===== config.mk =====
export PLATFORM = sky130hd
export DESIGN_NAME = first_fit_heap_allocator
export DESIGN_NICKNAME = d
export VERILOG_FILES = /design/src/hw/rtl/ffha_pkg.sv /design/src/hw/rtl/first_fit_heap_allocator.sv
export VERILOG_INCLUDE_DIRS = /design/src /design/src/hw/rtl
export SDC_FILE = /design/constraint.sdc
export NUM_CORES = 2
export LEC_CHECK = 0
export BUFFER_PORTS_ARGS = -buffer_cell sky130_fd_sc_hd__buf_4
export CAP_MARGIN = 20
export CORE_ASPECT_RATIO = 1.5
export CORE_UTILIZATION = 60
export CTS_CLUSTER_SIZE = 24
export DETAILED_ROUTE_END_ITERATION = 6
export GPL_TIMING_DRIVEN = 0
export HOLD_SLACK_MARGIN = 0.15
export PLACE_DENSITY = 0.75
export SLEW_MARGIN = 20
export SYNTH_ARGS = -nofsm -noshare
export SYNTH_HDL_FRONTEND = slang
export SYNTH_SLANG_ARGS = --single-unit

===== constraint.sdc =====
create_clock -name clk -period 32.9 [get_ports clk]
set_input_delay 1.645 -clock clk [delete_from_list [all_inputs] [get_ports clk]]
set_output_delay 1.645 -clock clk [all_outputs]
set_load 0.02 [all_outputs]

===== src/hw/rtl/first_fit_heap_allocator_assert.svh =====
// ----------------------------------------------------------------------------
// Assertion macros for the first-fit heap allocator
// Checks that are sampled on clk and disabled while arst_n is low.
// ----------------------------------------------------------------------------
`ifndef FIRST_FIT_HEAP_ALLOCATOR_ASSERT_SVH
`define FIRST_FIT_HEAP_ALLOCATOR_ASSERT_SVH

// The consequent must hold in the same cycle as the antecedent.
`define FFHA_ASSERT_SAME(lbl, ante, cons, msg) \
	lbl: assert property (@(posedge clk) disable iff (!arst_n) (ante) |-> (cons)) \
		else $error(msg);

// The consequent must hold in the cycle after the antecedent.
`define FFHA_ASSERT_NEXT(lbl, ante, cons, msg) \
	lbl: assert property (@(posedge clk) disable iff (!arst_n) (ante) |=> (cons)) \
		else $error(msg);

`endif


===== src/hw/rtl/ffha_pkg.sv =====
// ----------------------------------------------------------------------------
// First-fit heap allocator package
// Field widths, request and status codes, the block table entry and the
// sequencer state type.
// ----------------------------------------------------------------------------
`timescale 1ns / 1ps
`default_nettype none

package ffha_pkg;

	localparam int ADDR_W = 20;
	localparam int SIZE_W = 21;
	localparam int TYPE_W = 2;
	localparam int STAT_W = 3;
	localparam int ALU_W = 23;
	localparam int TOTAL_W = 22;

	localparam int HDR_BYTES = 16;
	localparam int ADDR_SPAN = 1048576;
	localparam logic [SIZE_W-1:0] LIMIT_RESET = 21'd1048576;

	localparam logic [TYPE_W-1:0] REQ_ALLOC = 2'd0;
	localparam logic [TYPE_W-1:0] REQ_FREE = 2'd1;
	localparam logic [TYPE_W-1:0] REQ_RESIZE = 2'd2;

	localparam logic [STAT_W-1:0] ST_OK = 3'd0;
	localparam logic [STAT_W-1:0] ST_NULL = 3'd1;
	localparam logic [STAT_W-1:0] ST_NOHEAP = 3'd2;
	localparam logic [STAT_W-1:0] ST_FULL = 3'd3;
	localparam logic [STAT_W-1:0] ST_UNKNOWN = 3'd4;

	typedef struct packed {
		logic [ADDR_W-1:0] base;
		logic [ADDR_W-1:0] size;
		logic              free;
	} ent_t;

	typedef enum logic [6:0] {
		S_IDLE    = 7'b0000001,
		S_SCAN    = 7'b0000010,
		S_FIT_HIT = 7'b0000100,
		S_APPEND  = 7'b0001000,
		S_OLD_HIT = 7'b0010000,
		S_RELEASE = 7'b0100000,
		S_DONE    = 7'b1000000
	} state_t;

endpackage

`default_nettype wire


===== src/hw/rtl/first_fit_heap_allocator.sv =====
// ----------------------------------------------------------------------------
// First-fit heap allocator
// Keeps an ordered table of heap blocks and serves allocate, free and resize
// requests with a first-fit search and a heap top that rises on append and falls when the top block is freed.
// ----------------------------------------------------------------------------
// One request is taken at a time. Allocate and free walk the block table one
// entry per cycle through the single read port of the table memory; a resize
// that has to move its block walks the table twice. A zero-size allocate or
// resize, a free of a null address or an unused request type is answered
// without a table walk. The result sits in an output register, so the next
// request is accepted while it waits. The block table needs no clearing after
// reset.
`timescale 1ns / 1ps
`default_nettype none
`include "first_fit_heap_allocator_assert.svh"

module first_fit_heap_allocator #(
	parameter int MAX_BLOCKS = 64,
	parameter int HEAP_BYTES = 1048576
) (
	input  wire logic                         clk,
	input  wire logic                         arst_n,
	input  wire logic                         in_valid,
	output logic                              in_stall,
	input  wire logic [ffha_pkg::TYPE_W-1:0]  req_type,
	input  wire logic [ffha_pkg::SIZE_W-1:0]  req_size,
	input  wire logic [ffha_pkg::ADDR_W-1:0]  req_addr,
	output logic                              out_valid,
	input  wire logic                         out_stall,
	output logic [ffha_pkg::ADDR_W-1:0]       result_addr,
	output logic [ffha_pkg::SIZE_W-1:0]       copy_bytes,
	output logic [ffha_pkg::STAT_W-1:0]       status,
	input  wire logic                         cfg_valid,
	output logic                              cfg_ready,
	input  wire logic [ffha_pkg::SIZE_W-1:0]  cfg_data
);

	localparam int IDX_W = (MAX_BLOCKS > 1) ? $clog2(MAX_BLOCKS) : 1;
	localparam int CNT_W = $clog2(MAX_BLOCKS + 1);
	localparam int CAP_INT = (HEAP_BYTES < ffha_pkg::ADDR_SPAN) ? HEAP_BYTES
		: ffha_pkg::ADDR_SPAN;
	localparam logic [ffha_pkg::SIZE_W-1:0] LIM_CAP = ffha_pkg::SIZE_W'(CAP_INT);
	localparam logic [CNT_W-1:0] CNT_MAX = CNT_W'(MAX_BLOCKS);

	ffha_pkg::state_t state_q, state_d;

	logic [CNT_W-1:0]            cnt_q, cnt_d;
	logic [ffha_pkg::SIZE_W-1:0] top_q, top_d;
	logic [ffha_pkg::SIZE_W-1:0] limit_q;
	logic                        out_valid_q;
	logic                        chk_vld_q, chk_vld_d;
	logic [CNT_W-1:0]            scan_idx_q, scan_idx_d;
	logic                        mode_fit_q, mode_fit_d;
	logic                        move_q, move_d;

	logic [ffha_pkg::TYPE_W-1:0]  type_q, type_d;
	logic [ffha_pkg::SIZE_W-1:0]  size_q, size_d;
	logic [ffha_pkg::ADDR_W-1:0]  addr_q, addr_d;
	logic [ffha_pkg::TOTAL_W-1:0] total_q, total_d;
	logic [ffha_pkg::ADDR_W-1:0]  res_q, res_d;
	logic [ffha_pkg::SIZE_W-1:0]  copy_q, copy_d;
	logic [ffha_pkg::STAT_W-1:0]  st_q, st_d;
	logic [IDX_W-1:0]             chk_idx_q, chk_idx_d;
	logic [IDX_W-1:0]             fit_idx_q, fit_idx_d;
	logic [IDX_W-1:0]             old_idx_q, old_idx_d;
	ffha_pkg::ent_t               fit_ent_q, fit_ent_d;
	ffha_pkg::ent_t               old_ent_q, old_ent_d;
	logic [ffha_pkg::ADDR_W-1:0]  result_addr_q;
	logic [ffha_pkg::SIZE_W-1:0]  copy_bytes_q;
	logic [ffha_pkg::STAT_W-1:0]  status_q;

	ffha_pkg::ent_t mem_q [MAX_BLOCKS];
	ffha_pkg::ent_t rd_data_q;
	logic           wr_en;
	logic [IDX_W-1:0] wr_idx;
	ffha_pkg::ent_t wr_data;

	logic [ffha_pkg::ALU_W-1:0] alu_a, alu_b, alu_c, alu_sum;
	logic                       alu_gt, alu_eq;

	logic [ffha_pkg::SIZE_W-1:0] lim_eff;
	logic [ffha_pkg::SIZE_W-1:0] top_hdr;
	logic                        in_acc, out_load, scan_more, scan_hit, old_is_top;

	assign in_stall    = (state_q != ffha_pkg::S_IDLE);
	assign in_acc      = in_valid && !in_stall;
	assign cfg_ready   = 1'b1;
	assign out_valid   = out_valid_q;
	assign result_addr = result_addr_q;
	assign copy_bytes  = copy_bytes_q;
	assign status      = status_q;
	assign out_load    = (state_q == ffha_pkg::S_DONE) && (!out_valid_q || !out_stall);

	assign lim_eff    = (limit_q < LIM_CAP) ? limit_q : LIM_CAP;
	assign top_hdr    = top_q + ffha_pkg::SIZE_W'(ffha_pkg::HDR_BYTES);
	assign scan_more  = (scan_idx_q < cnt_q);
	assign old_is_top = ((CNT_W'(old_idx_q) + CNT_W'(1)) == cnt_q);

	// The shared add and compare unit.
	always_comb begin
		alu_a = '0;
		alu_b = '0;
		alu_c = '0;
		case (state_q)
			ffha_pkg::S_SCAN: begin
				if (mode_fit_q) begin
					alu_a = ffha_pkg::ALU_W'(rd_data_q.size);
					alu_c = ffha_pkg::ALU_W'(size_q);
				end else begin
					alu_a = ffha_pkg::ALU_W'(rd_data_q.base);
					alu_b = ffha_pkg::ALU_W'(ffha_pkg::HDR_BYTES);
					alu_c = ffha_pkg::ALU_W'(addr_q);
				end
			end
			ffha_pkg::S_APPEND: begin
				alu_a = ffha_pkg::ALU_W'(top_q);
				alu_b = ffha_pkg::ALU_W'(total_q);
				alu_c = ffha_pkg::ALU_W'(lim_eff);
			end
			ffha_pkg::S_FIT_HIT: begin
				alu_a = ffha_pkg::ALU_W'(fit_ent_q.base);
				alu_b = ffha_pkg::ALU_W'(ffha_pkg::HDR_BYTES);
			end
			ffha_pkg::S_OLD_HIT: begin
				alu_a = ffha_pkg::ALU_W'(old_ent_q.size);
				alu_c = ffha_pkg::ALU_W'(size_q);
			end
			default: begin
				alu_a = '0;
			end
		endcase
	end

	assign alu_sum  = alu_a + alu_b;
	assign alu_gt   = (alu_sum > alu_c);
	assign alu_eq   = (alu_sum == alu_c);
	assign scan_hit = chk_vld_q && (mode_fit_q ? (rd_data_q.free && (alu_gt || alu_eq))
		: (!rd_data_q.free && alu_eq));

	always_comb begin
		state_d    = state_q;
		cnt_d      = cnt_q;
		top_d      = top_q;
		chk_vld_d  = chk_vld_q;
		scan_idx_d = scan_idx_q;
		mode_fit_d = mode_fit_q;
		move_d     = move_q;
		type_d     = type_q;
		size_d     = size_q;
		addr_d     = addr_q;
		total_d    = total_q;
		res_d      = res_q;
		copy_d     = copy_q;
		st_d       = st_q;
		chk_idx_d  = chk_idx_q;
		fit_idx_d  = fit_idx_q;
		old_idx_d  = old_idx_q;
		fit_ent_d  = fit_ent_q;
		old_ent_d  = old_ent_q;
		wr_en      = 1'b0;
		wr_idx     = fit_idx_q;
		wr_data    = fit_ent_q;

		case (state_q)
			ffha_pkg::S_IDLE: begin
				if (in_acc) begin
					type_d     = req_type;
					size_d     = req_size;
					addr_d     = req_addr;
					total_d    = ffha_pkg::TOTAL_W'(req_size) +
						ffha_pkg::TOTAL_W'(ffha_pkg::HDR_BYTES);
					res_d      = '0;
					copy_d     = '0;
					st_d       = ffha_pkg::ST_NULL;
					move_d     = 1'b0;
					scan_idx_d = '0;
					chk_vld_d  = 1'b0;
					state_d    = ffha_pkg::S_DONE;
					case (req_type)
						ffha_pkg::REQ_ALLOC: begin
							mode_fit_d = 1'b1;
							if (req_size != '0) begin
								state_d = ffha_pkg::S_SCAN;
							end
						end
						ffha_pkg::REQ_FREE: begin
							mode_fit_d = 1'b0;
							if (req_addr != '0) begin
								state_d = ffha_pkg::S_SCAN;
							end
						end
						ffha_pkg::REQ_RESIZE: begin
							mode_fit_d = (req_addr == '0) || (req_size == '0);
							if (req_size != '0) begin
								state_d = ffha_pkg::S_SCAN;
							end
						end
						default: begin
							mode_fit_d = 1'b0;
						end
					endcase
				end
			end
			ffha_pkg::S_SCAN: begin
				if (scan_hit) begin
					chk_vld_d = 1'b0;
					if (mode_fit_q) begin
						fit_idx_d = chk_idx_q;
						fit_ent_d = rd_data_q;
						state_d   = ffha_pkg::S_FIT_HIT;
					end else begin
						old_idx_d = chk_idx_q;
						old_ent_d = rd_data_q;
						state_d   = (type_q == ffha_pkg::REQ_FREE) ? ffha_pkg::S_RELEASE
							: ffha_pkg::S_OLD_HIT;
					end
				end else if (!scan_more && !chk_vld_q) begin
					if (mode_fit_q) begin
						state_d = ffha_pkg::S_APPEND;
					end else begin
						st_d    = ffha_pkg::ST_UNKNOWN;
						state_d = ffha_pkg::S_DONE;
					end
				end else begin
					chk_vld_d = scan_more;
					chk_idx_d = scan_idx_q[IDX_W-1:0];
					if (scan_more) begin
						scan_idx_d = scan_idx_q + CNT_W'(1);
					end
				end
			end
			ffha_pkg::S_OLD_HIT: begin
				if (alu_gt || alu_eq) begin
					res_d   = addr_q;
					st_d    = ffha_pkg::ST_OK;
					state_d = ffha_pkg::S_DONE;
				end else begin
					move_d     = 1'b1;
					mode_fit_d = 1'b1;
					scan_idx_d = '0;
					chk_vld_d  = 1'b0;
					state_d    = ffha_pkg::S_SCAN;
				end
			end
			ffha_pkg::S_FIT_HIT: begin
				wr_en        = 1'b1;
				wr_idx       = fit_idx_q;
				wr_data      = fit_ent_q;
				wr_data.free = 1'b0;
				res_d        = alu_sum[ffha_pkg::ADDR_W-1:0];
				st_d         = ffha_pkg::ST_OK;
				state_d      = move_q ? ffha_pkg::S_RELEASE : ffha_pkg::S_DONE;
			end
			ffha_pkg::S_APPEND: begin
				if (alu_gt) begin
					st_d    = ffha_pkg::ST_NOHEAP;
					state_d = ffha_pkg::S_DONE;
				end else if (cnt_q == CNT_MAX) begin
					st_d    = ffha_pkg::ST_FULL;
					state_d = ffha_pkg::S_DONE;
				end else begin
					wr_en        = 1'b1;
					wr_idx       = cnt_q[IDX_W-1:0];
					wr_data.base = top_q[ffha_pkg::ADDR_W-1:0];
					wr_data.size = size_q[ffha_pkg::ADDR_W-1:0];
					wr_data.free = 1'b0;
					cnt_d        = cnt_q + CNT_W'(1);
					top_d        = alu_sum[ffha_pkg::SIZE_W-1:0];
					res_d        = top_hdr[ffha_pkg::ADDR_W-1:0];
					st_d         = ffha_pkg::ST_OK;
					state_d      = move_q ? ffha_pkg::S_RELEASE : ffha_pkg::S_DONE;
				end
			end
			ffha_pkg::S_RELEASE: begin
				if (old_is_top) begin
					top_d = ffha_pkg::SIZE_W'(old_ent_q.base);
					cnt_d = cnt_q - CNT_W'(1);
				end else begin
					wr_en        = 1'b1;
					wr_idx       = old_idx_q;
					wr_data      = old_ent_q;
					wr_data.free = 1'b1;
				end
				if (move_q) begin
					copy_d = ffha_pkg::SIZE_W'(old_ent_q.size);
				end
				st_d    = ffha_pkg::ST_OK;
				state_d = ffha_pkg::S_DONE;
			end
			ffha_pkg::S_DONE: begin
				if (out_load) begin
					state_d = ffha_pkg::S_IDLE;
				end
			end
			default: begin
				state_d = ffha_pkg::S_IDLE;
			end
		endcase
	end

	always_ff @(posedge clk or negedge arst_n) begin
		if (!arst_n) begin
			state_q     <= ffha_pkg::S_IDLE;
			cnt_q       <= '0;
			top_q       <= '0;
			limit_q     <= ffha_pkg::LIMIT_RESET;
			out_valid_q <= 1'b0;
			chk_vld_q   <= 1'b0;
			scan_idx_q  <= '0;
			mode_fit_q  <= 1'b0;
			move_q      <= 1'b0;
		end else begin
			state_q    <= state_d;
			cnt_q      <= cnt_d;
			top_q      <= top_d;
			chk_vld_q  <= chk_vld_d;
			scan_idx_q <= scan_idx_d;
			mode_fit_q <= mode_fit_d;
			move_q     <= move_d;
			if (cfg_valid && cfg_ready) begin
				limit_q <= cfg_data;
			end
			if (out_load) begin
				out_valid_q <= 1'b1;
			end else if (!out_stall) begin
				out_valid_q <= 1'b0;
			end
		end
	end

	always_ff @(posedge clk) begin
		type_q    <= type_d;
		size_q    <= size_d;
		addr_q    <= addr_d;
		total_q   <= total_d;
		res_q     <= res_d;
		copy_q    <= copy_d;
		st_q      <= st_d;
		chk_idx_q <= chk_idx_d;
		fit_idx_q <= fit_idx_d;
		old_idx_q <= old_idx_d;
		fit_ent_q <= fit_ent_d;
		old_ent_q <= old_ent_d;
		if (out_load) begin
			result_addr_q <= res_q;
			copy_bytes_q  <= copy_q;
			status_q      <= st_q;
		end
	end

	always_ff @(posedge clk) begin
		if (wr_en) begin
			mem_q[wr_idx] <= wr_data;
		end
		rd_data_q <= mem_q[scan_idx_q[IDX_W-1:0]];
	end

	`FFHA_ASSERT_SAME(a_cnt_bound, 1'b1, cnt_q <= CNT_MAX, "block count above table depth")
	`FFHA_ASSERT_SAME(a_top_bound, 1'b1, top_q <= LIM_CAP, "heap top above address span")
	`FFHA_ASSERT_SAME(a_empty_heap, 1'b1, (cnt_q == '0) == (top_q == '0),
		"heap top and block count disagree on an empty heap")
	`FFHA_ASSERT_NEXT(a_busy_after_req, in_acc, state_q != ffha_pkg::S_IDLE,
		"request accepted but sequencer stayed idle")
	`FFHA_ASSERT_NEXT(a_result_loaded, out_load, out_valid_q && state_q == ffha_pkg::S_IDLE,
		"finished request did not reach the output register")

endmodule

`default_nettype wire

==> results.sh <==
export IMPL_syn_mean_instance_area_sq_um=22.37
export IMPL_syn_to_final_growth_pct=14.95
export IMPL_die_area_sq_um=195500
export IMPL_design_area_sq_um=133600
export IMPL_drt_wirelength_per_cell_um=39.96
export IMPL_relSlewSlack_pct=18.72
export IMPL_clkPwrFrac_pct=36.9
export IMPL_max_stage_delay_ns=0.69
export IMPL_die_w_um=361.4
export IMPL_crit_path_top_delay_cell="clkbuf_1"
export IMPL_reg2reg_from="state_q[3]$_DFFE_PN0P_"
export IMPL_outcome="complete, but fails checks"
export IMPL_ys_flop_type="edfxtp_1"
export IMPL_fmax_mhz=80.85
export IMPL_grt_pass1_vias=62560
export IMPL_failed_checks="DRC"
export IMPL_yosys_area_top_type="edfxtp_1"
export IMPL_drt_wl_total_mm=342.3
export IMPL_crit_type="reg2reg"
export IMPL_max_cap_violations=0
export IMPL_insertion_delay_ns=0.93
export IMPL_drc=3
export IMPL_nets=5985
export IMPL_holdBufCountCts=0
export IMPL_viasPerCell=7.070
export IMPL_setup_worst_path_start_class="register"
export IMPL_gp_congestion=0.9763
export IMPL_post_route_util_pct=69.49
export IMPL_die_y_um=541.1
export IMPL_drive_above_1_share_pct=31.10
export IMPL_setup_viol=0
export IMPL_rows=197
export IMPL_postSynthRegisterBits=2978
export IMPL_sw_frac_of_total_pct=23.59
export IMPL_cts_sinks=2978
export IMPL_cts_buffers_inserted=248
export IMPL_endpoint_kind="register"
export IMPL_fp_coreArea_sq_um=192300
export IMPL_netlist_top_cells_area="edfxtp_1 (74%), mux4_2 (17%), dfrtp_1 (1.4%)"
export IMPL_nFillCells=10950
export IMPL_placed_area_sq_um=125200
export IMPL_grt_start_max_net_pins=68
export IMPL_cts_root_buffer="clkbuf_16"
export IMPL_irDropWorstVdd_uv=54.36
export IMPL_syn_area_sq_um=116200
export IMPL_hold_depth=0
export IMPL_cts_resized_gates=0
export IMPL_rr_endpoint="mem_q[31][11]$_DFFE_PP_"
export IMPL_power_leakage_uw=0.04190
export IMPL_finClkSkew_ns=0.08931
export IMPL_postCtsSetupBuffers=0
export IMPL_hpwlAfterDp_mm=229.4
export IMPL_min_path_type="reg2reg"
export IMPL_worstPathArrival_ns=12.93
export IMPL_ff2ff_setup_slack_ns=20.53
export IMPL_power_switching_uw=1955
export IMPL_power_density_nw_per_um2=62.02
export IMPL_num_vias=60550
export IMPL_combPwrFrac_pct=11.8
export IMPL_htree_levels=4
export IMPL_tightest_slew_ns=1.219
export IMPL_synthCells=5197
export IMPL_critPathRequiredTime_ns=33.46
export IMPL_drtIter0Drc=8560
export IMPL_yosysWarnings=0
export IMPL_port_buffers=113
export IMPL_async_flop_share_pct=2.250
export IMPL_intPower_uw=6331
export IMPL_yosysTopAreaCellShare_pct=74.15
export IMPL_ys_seq_area_share_pct=76.30
export IMPL_grt_overflow=0
export IMPL_cpMostUsedCell="buf_2"
export IMPL_rsz0062_at_grt="false"
export IMPL_hold_path_end="copy_bytes[0]$_DFFE_PP_"
export IMPL_cts_max_path_buffers=4
export IMPL_slew_violations=0
export IMPL_cts_tree="yes"
export IMPL_total_power_uw=8286
export IMPL_holdWs_ns=0.3988
export IMPL_start_util_pct=60.46
export IMPL_path_max_fanout=10
export IMPL_fin_setup_tns_ns=0
export IMPL_p_seq_share_pct=51.3
export IMPL_ioPinCount=116
export IMPL_period_needed_ns=12.37
export IMPL_clk_pin_slew_ns=0.07
export IMPL_antenna_found_initial=21
export IMPL_track_usage_pct=35.23
export IMPL_yosysUniqueCellTypes=86
export IMPL_syn_nets=5322
export IMPL_grt_pass1_wl_mm=470.5
export IMPL_period_share_pct=37.60
export IMPL_hold_viol_final=0
export IMPL_reg2reg_depth=37
export IMPL_drt_pass1_iter_count=7
export IMPL_synth_edff_count=2870
export IMPL_min_from="copy_q[0]$_SDFFCE_PN0P_"
export IMPL_antenna_left=0
-- metal layers --
metal | vias up | share of wire, % | global-route usage (%)
li1 | 23360 | - | -
met1 | 31370 | 31 | 39.02
met2 | 4542 | 51 | 60.95
met3 | 1266 | 9.1 | 6.580
met4 | 14 | 8.9 | 25.68
met5 | - | 0.026 | 0
-- flip-flops by register name, indices dropped and copies added, names as in the netlist, 21 cells and up --
name       cells
rd_data_q     41
old_ent_q     40
limit_q       21
mem_q       2624
size_q        21
fit_ent_q     41
top_q         21
-- critical path: cells and delay by family, from the launching register on --
family          cells  cell delay (ns)
compound gates     10             2.97
mux                 1             0.45
flops               1             0.48
fa+ha+maj           2             0.67
buf+inv            11             3.89
simple gates       12             3.14
xor+xnor            1             0.39
-- cells by family (layout without fill, tap and decap cells) --
family | count (synthesis) | after routing | share of synthesized area, %
other | 2 | 22 | 0.006461
buffers and inverters | 319 | 1180 | 1.062
adder cells (fa/ha/maj) | 57 | 57 | 0.6254
flip-flops | 2978 | 2978 | 76.30
XOR/XNOR | 64 | 64 | 0.4952
AND/OR/NAND/NOR | 512 | 512 | 2.172
multiplexers | 929 | 929 | 17.29
AO/OA/AOI/OAI | 336 | 336 | 2.050
-- cells in the mapped netlist, types with 22 or more instances --
| cell type | count |
|---|---|
| a21oi_1 | 71 |
| a221o_1 | 27 |
| a22oi_1 | 46 |
| and2_1 | 51 |
| buf_1 | 63 |
| clkbuf_1 | 198 |
| dfrtp_1 | 65 |
| dfxtp_1 | 41 |
| edfxtp_1 | 2870 |
| ha_1 | 54 |
| inv_1 | 41 |
| mux2i_1 | 47 |
| mux4_2 | 861 |
| nand2_1 | 183 |
| nand3_1 | 36 |
| nor2_1 | 102 |
| nor3_1 | 24 |
| nor4_1 | 22 |
| o21ai_0 | 62 |
| xnor2_1 | 42 |
-- how the worst max path moves through the flow --
stage	end	cells after the start	startpoint	slack [ns]
2_1_floorplan	mem_q[30][0]$_DFFE_PP_	30	state_q[3]$_DFFE_PN0P_	22.15
3_3_place_gp	mem_q[63][9]$_DFFE_PP_	31	state_q[3]$_DFFE_PN0P_	13.22
3_5_place_dp	mem_q[30][8]$_DFFE_PP_	37	state_q[3]$_DFFE_PN0P_	21.11
4_1_cts	mem_q[31][10]$_DFFE_PP_	37	state_q[3]$_DFFE_PN0P_	20.97
5_1_grt	mem_q[31][10]$_DFFE_PP_	37	state_q[3]$_DFFE_PN0P_	20.44
6_report	mem_q[31][11]$_DFFE_PP_	37	state_q[3]$_DFFE_PN0P_	20.53
-- power by group through the flow --
stage	Clock, uW	Combinational (uW)	Sequential [uW]
after floorplan	0	615	4310
after global placement	0	913	4340
after detailed placement	0	952	4330
after CTS	3060	971	4250
after global routing	3180	1010	4250
final	3050	981	4250
-- final cells by class --
type | instances | area [sq um] | area share (%)
tap | 2487 | 3112 | 2.329
inverter | 41 | 156.4 | 0.1171
multi-input combinational | 1900 | 26990 | 20.20
sequential | 2978 | 88680 | 66.37
buffer | 278 | 1161 | 0.8690
clock buffer | 302 | 6571 | 4.918
clock inverter | 146 | 1702 | 1.274
antenna | 20 | 50.05 | 0.03746
timing repair buffer | 413 | 5189 | 3.883
-- metrics by stage --
step / cells / setup slack (ns)
2_1_floorplan: 5197 / 22.15
3_3_place_gp: 7797 / 13.22
3_5_place_dp: 8090 / 21.11
4_1_cts: 8538 / 20.97
5_1_grt: 8553 / 20.44
6_report: 8565 / 20.53
-- cells in the final DEF, fill, tap and decap left out, types with 16 or more instances in the layout --
master      synthesis  final
a22o_1             16     16
nand3_1            36     36
buf_16              0     59
o21ai_0            62     61
nand2_2             1     26
dfxtp_1            41     41
nor2_1            102     60
bufinv_16           0     37
ha_1               54     54
buf_4               4    202
mux4_2            861    861
mux2_2             21     21
clkbuf_2            0     48
xnor2_1            42     42
buf_1              63     37
buf_6               1     22
buf_12              0     77
clkinvlp_4          0     18
buf_2              12     85
a22oi_1            46     46
mux2i_1            47     47
nand2_1           183    144
dfrtp_1            65     65
inv_1              41     39
xor2_1             21     21
clkinv_2            0     41
a21oi_1            71     70
clkbuf_16           0    250
edfxtp_1         2870   2870
nand4_1            16     16
a221o_1            27     26
clkinv_1            0     39
diode_2             0     20
clkbuf_1          198    200
and2_1             51     50
nor2_4              0     43
Power figures use the tool's default switching activity.
